**config.mk**
```make
export PLATFORM = sky130hd
export DESIGN_NAME = fbfl_div
export DESIGN_NICKNAME = d
export VERILOG_FILES = /design/src/hw/rtl/fixed_block_free_list_allocator_unit_macros.svh /design/src/hw/rtl/fbfl_pkg.sv /design/src/hw/rtl/fbfl_div.sv
export SDC_FILE = /design/constraint.sdc
export NUM_CORES = 1
export LEC_CHECK = 0
export BUFFER_PORTS_ARGS = -buffer_cell sky130_fd_sc_hd__buf_2
export CORE_MARGIN = 4
export CORE_UTILIZATION = 50
export DETAILED_ROUTE_END_ITERATION = 16
export GPL_ROUTABILITY_DRIVEN = 0
export GPL_TIMING_DRIVEN = 1
export PLACE_DENSITY = 0.77
export SETUP_SLACK_MARGIN = 0.4
export SYNTH_ARGS = -nofsm -noshare
export SYNTH_HDL_FRONTEND = slang
export SYNTH_SLANG_ARGS = --single-unit
```
**constraint.sdc**
```tcl
create_clock -name clk -period 6.9 [get_ports clk]
set_input_delay 1.38 -clock clk [delete_from_list [all_inputs] [get_ports clk]]
set_output_delay 1.38 -clock clk [all_outputs]
set_load 0.1 [all_outputs]
```
**src/hw/rtl/fixed_block_free_list_allocator_unit_macros.svh**
```systemverilog
// Assertion macros for the free list allocator RTL.
`ifndef FIXED_BLOCK_FREE_LIST_ALLOCATOR_UNIT_MACROS_SVH
`define FIXED_BLOCK_FREE_LIST_ALLOCATOR_UNIT_MACROS_SVH

// Checks that a condition implies a consequence in the same cycle.
`define FBFL_ASSERT_IMPL(lbl, ante, cons, msg) \
	lbl: assert property (@(posedge clk) disable iff (!arst_n) (ante) |-> (cons)) \
		else $error(msg);

// Checks that a condition implies a consequence in the next cycle.
`define FBFL_ASSERT_NEXT(lbl, ante, cons, msg) \
	lbl: assert property (@(posedge clk) disable iff (!arst_n) (ante) |=> (cons)) \
		else $error(msg);

`endif

```
**src/hw/rtl/fbfl_pkg.sv**
```systemverilog
// Package with the types and constants of the free list allocator.
package fbfl_pkg;

	localparam int MAX_BLOCKS   = 1024;
	localparam int HEADER_BYTES = 64;
	localparam int ADDR_W       = 32;
	localparam int IDX_W        = $clog2(MAX_BLOCKS);
	localparam int CNT_W        = IDX_W + 1;
	localparam int DIV_W        = ADDR_W + 1;
	localparam int FIRST_W      = ADDR_W + 2;
	localparam int ALIGN_W      = 4;
	localparam int REG_IDX_W    = 2;
	localparam int FREE_COUNT_W = 11;

	typedef enum logic [1:0] {
		KIND_ALLOC = 2'd0,
		KIND_FREE  = 2'd1,
		KIND_INIT  = 2'd2,
		KIND_NOP   = 2'd3
	} fbfl_kind_t;

	typedef enum logic [1:0] {
		ST_OK       = 2'd0,
		ST_EMPTY    = 2'd1,
		ST_BAD_GEOM = 2'd2,
		ST_IGNORED  = 2'd3
	} fbfl_status_t;

	typedef enum logic [REG_IDX_W-1:0] {
		REG_BASE_ADDRESS   = 2'd0,
		REG_REGION_SIZE    = 2'd1,
		REG_BLOCK_SIZE     = 2'd2,
		REG_ALIGNMENT_LOG2 = 2'd3
	} fbfl_reg_t;

	typedef struct packed {
		logic [1:0]        kind;
		logic [ADDR_W-1:0] free_address;
	} fbfl_in_t;

	typedef struct packed {
		logic [ADDR_W-1:0]       block_address;
		logic [1:0]              status;
		logic [FREE_COUNT_W-1:0] free_count;
	} fbfl_out_t;

endpackage

```
**src/hw/rtl/fbfl_div.sv**
```systemverilog
// Restoring divider that produces one quotient bit per cycle.
module fbfl_div (
	input  logic                      clk,
	input  logic                      arst_n,
	input  logic                      start,
	input  logic [fbfl_pkg::DIV_W-1:0] dividend,
	input  logic [fbfl_pkg::DIV_W-1:0] divisor,
	output logic                      done,
	output logic [fbfl_pkg::DIV_W-1:0] quotient
);
	import fbfl_pkg::*;

	localparam int STEP_W = $clog2(DIV_W + 1);

	logic [STEP_W-1:0] steps_q;
	logic              done_q;
	logic [DIV_W-1:0]  rem_q;
	logic [DIV_W-1:0]  quo_q;
	logic [DIV_W-1:0]  dsr_q;
	logic [DIV_W:0]    trial;
	logic [DIV_W:0]    diff;
	logic              fits;

	assign trial = {rem_q, quo_q[DIV_W-1]};
	assign diff  = trial - {1'b0, dsr_q};
	assign fits  = !diff[DIV_W];

	always_ff @(posedge clk or negedge arst_n) begin
		if (!arst_n) begin
			steps_q <= '0;
			done_q  <= 1'b0;
		end else if (start) begin
			steps_q <= STEP_W'(DIV_W);
			done_q  <= 1'b0;
		end else if (steps_q != '0) begin
			steps_q <= steps_q - STEP_W'(1);
			done_q  <= (steps_q == STEP_W'(1));
		end else begin
			done_q <= 1'b0;
		end
	end

	always_ff @(posedge clk) begin
		if (start) begin
			rem_q <= '0;
			quo_q <= dividend;
			dsr_q <= divisor;
		end else if (steps_q != '0) begin
			rem_q <= fits ? diff[DIV_W-1:0] : trial[DIV_W-1:0];
			quo_q <= {quo_q[DIV_W-2:0], fits};
		end
	end

	assign done     = done_q;
	assign quotient = quo_q;

endmodule

```
==> flow_metrics.py <==
metrics = {
    "final_layout": {
        "nNetsFinal": 774,
        "fillers": 963,
        "antennaDiodeCount": 0,
        "stdcell_count": 817,
        "drive_gt1_share_pct": 24.9,
        "syn2layout_area_growth_pct": 15.4,
    },
    "detailed_routing": {
        "detail_route.vias_per_cell": 5.60,
        "vias": 4572,
        "initialDrtViolationCount": 255,
        "dr.pass1.iters": 5,
        "wire_per_inst_um": 15.7,
        "ant_nets": 0,
        "drc": 0,
        "drt_wl_total_um": 12800,
    },
    "place": {
        "post-place-cells": 801,
        "dpl.hpwl_um": 9370,
        "io_buffers": 102,
    },
    "power_and_ir_drop": {
        "switchingPower_mw": 1.18,
        "sw_frac_of_total_pct": 42.1,
        "total_leakage_power_nw": 3.00,
        "intPower_mw": 1.62,
        "combPwrFrac_pct": 48.9,
        "seqPwrFrac_pct": 32.7,
        "peakVddDrop_mv": 0.227,
        "powerDensity_nw_per_um2": 404,
        "p_total_mw": 2.80,
        "clock_power_share_pct": 18.4,
    },
    "clock_tree": {
        "post_cts_buffers": 0,
        "postCtsHoldBufs": 0,
        "htreeDepth": 3,
        "cts.reportedPaths.clkPinSlew_ns": 0.07,
        "cts_tree": "done",
        "clockBufferDepth": 2,
        "clkSinkCount": 106,
        "cts_resized": 0,
        "cts_buffers": 9,
        "cts-root-buf": "clkbuf_16",
        "clk_latency_ns": 0.35,
    },
    "grt": {
        "grt_util_all_layers_pct": 18.5,
        "grt_max_degree": 48,
        "grt_pass1_wl_um": 21400,
        "grt_overflow": 0,
        "antenna_found_initial": 0,
        "grt_pass1_vias": 4667,
    },
    "setup_path": {
        "arrival_ns": 3.63,
        "cp.required_ns": 7.11,
        "startpoint_type": "input pin",
        "path_class": "in -> reg",
        "endpoint_kind": "flip-flop",
        "crit_fanout": 47,
    },
    "timing": {
        "worstMarginPinSlew_ns": 1.01,
        "max_slew_margin_pct": 32.7,
        "fin_worst_skew_ns": 0.0107,
        "max_freq_mhz": 292,
        "tns_ns": 0,
        "hold_viol": 0,
        "finalCriticalPeriod_ns": 3.42,
        "setup_viol": 0,
        "finalCritPeriodShare_pct": 49.6,
        "slew_violations": 0,
        "hold_ws_ns": 0.468,
        "rsz0062_at_grt": "false",
    },
    "floorplan": {
        "coreArea_sq_um": 11600,
        "fp.dieW_um": 118,
        "dieHeight_um": 118,
        "die_area_sq_um": 13900,
        "io_pins": 103,
        "rows": 39,
        "start_util_pct": 51.8,
    },
    "worst_hold_path": {
        "min_path_type": "reg -> reg",
    },
    "synthesis": {
        "syn_area_per_cell_sq_um": 10.5,
        "synth_flop_cell": "edfxtp_1",
        "syn-cell-area_sq_um": 6020,
        "ys_types": 65,
        "synth-seq-cells": 106,
        "synth-edff-count": 66,
        "synth-warning-count": 0,
        "synthArstFlopShare_pct": 6.60,
        "yosysSeqAreaShare_pct": 46.8,
        "syn_inst": 571,
        "syn_nets": 676,
    },
    "status": {
        "status": "finished clean",
    },
    "flow_run": {
        "drv_cap": 0,
    },
}
## routing by layer
layer	global-route usage [%]	routed length (um)	vias to the layer above
li1	-	-	2265
met2	31.7	6140	152
met4	4.98	144	0
met1	22.0	5510	2143
met3	6.49	1010	12
met5	0	0	-
## metrics by stage
stage | utilization, % | setup WS (ns) | instance area (sq um)
3_5_place_dp | 57.2 | 3.13 | 6640
3_3_place_gp | 57.2 | 3.24 | 6640
2_1_floorplan | - | 3.50 | 6020
6_report | 59.8 | 3.48 | 6940
5_1_grt | 59.8 | 3.36 | 6940
4_1_cts | 59.8 | 3.51 | 6940
## flip-flops by register name (all words and copies together), names as in the netlist
name      cells
done          1
dsr_q        33
quotient     33
rem_q        33
steps_q       6
## cell families after synthesis
| family | after synthesis | share of synthesized area, % |
|---|---|---|
| AOI/OAI and AO/OA | 139 | 14.9 |
| xor gates and xnor gates | 26 | 3.91 |
| adders and majority gates | 36 | 7.61 |
| buffers and inverters | 67 | 4.91 |
| DFF | 106 | 46.8 |
| muxes | 63 | 11.3 |
| and+or+nand+nor | 134 | 10.6 |
## area by class of cell
| cell class | count | area [sq um] | area share (%) |
|---|---|---|---|
| inverters | 47 | 176 | 2.54 |
| clock buffers | 11 | 264 | 3.80 |
| multi-input cells | 398 | 2920 | 42.0 |
| clock inverters | 5 | 38.8 | 0.559 |
| flip-flops and latches | 106 | 2820 | 40.6 |
| repair buffers | 107 | 548 | 7.90 |
| well taps | 143 | 179 | 2.58 |
## Yosys cell counts, types with 6 or more instances
master / instances / area share, %
dfxtp_1: 33 / 11
nand3_1: 8 / 0.67
mux2_2: 33 / 6.2
ha_1: 35 / 7.3
nor2_1: 19 / 1.2
o21ai_0: 21 / 1.7
xor2_1: 7 / 1.0
mux2i_1: 28 / 4.7
inv_1: 47 / 2.9
nand4_1: 7 / 0.73
nand2_1: 58 / 3.6
o221ai_1: 6 / 0.87
dfrtp_1: 7 / 2.9
nor3_1: 11 / 0.92
a21o_1: 11 / 1.4
a21oi_1: 39 / 3.2
clkbuf_1: 12 / 0.75
xnor2_1: 18 / 2.6
o211ai_1: 6 / 0.75
o21ai_1: 24 / 2.0
nand2b_1: 8 / 0.83
edfxtp_1: 66 / 33
## layout by cell type, fill, tap and decap left out, types with 8 or more instances in the layout
| cell | netlist | routed |
|---|---|---|
| mux2i_1 | 28 | 28 |
| nor3_1 | 11 | 11 |
| buf_2 | 3 | 102 |
| nand2_1 | 58 | 58 |
| dfxtp_1 | 33 | 33 |
| inv_1 | 47 | 47 |
| a21oi_1 | 39 | 39 |
| nand2b_1 | 8 | 8 |
| clkbuf_16 | 0 | 10 |
| ha_1 | 35 | 35 |
| o21ai_0 | 21 | 21 |
| edfxtp_1 | 66 | 66 |
| a21o_1 | 11 | 11 |
| nor2_1 | 19 | 18 |
| xnor2_1 | 18 | 18 |
| o21ai_1 | 24 | 24 |
| mux2_2 | 33 | 33 |
| nand3_1 | 8 | 8 |
## worst paths after layout
| kind | start | end | slack (ns) | depth (start not counted) |
|---|---|---|---|---|
| worst max-delay path | start | rem_q[31]$_SDFFE_PP0P_ | 3.48 | 7 |
| worst min-delay path | rem_q[5]$_SDFFE_PP0P_ | rem_q[5]$_SDFFE_PP0P_ | 0.47 | 2 |
| worst max register to register | dsr_q[12]$_DFFE_PP_ | rem_q[0]$_SDFFE_PP0P_ | 3.57 | 12 |
| worst min register to register | rem_q[5]$_SDFFE_PP0P_ | rem_q[5]$_SDFFE_PP0P_ | 0.47 | 2 |
| max in group asynchronous | arst_n | steps_q[2]$_DFFE_PN0P_ | 5.90 | 1 |
| min in group asynchronous | arst_n | steps_q[5]$_DFFE_PN0P_ | 0.85 | 1 |
## power groups by stage
stage               logic [mW]  registers (mW)  clock network (mW)
floorplan                0.951            1.12                   0
global placement          1.32           0.922                   0
detailed placement        1.36           0.924                   0
CTS                       1.37           0.916               0.527
global route              1.50           0.934               0.552
finish                    1.37           0.916               0.516
## critical path, stage by stage
cell,delay [ns]
buf_2,0.73
a21o_1,0.49
buf_4,0.36
nor3_1,0.10
mux2_1,0.30
o21ai_1,0.15
o211ai_1,0.10
No activity file was read; power rests on OpenSTA's default activity.
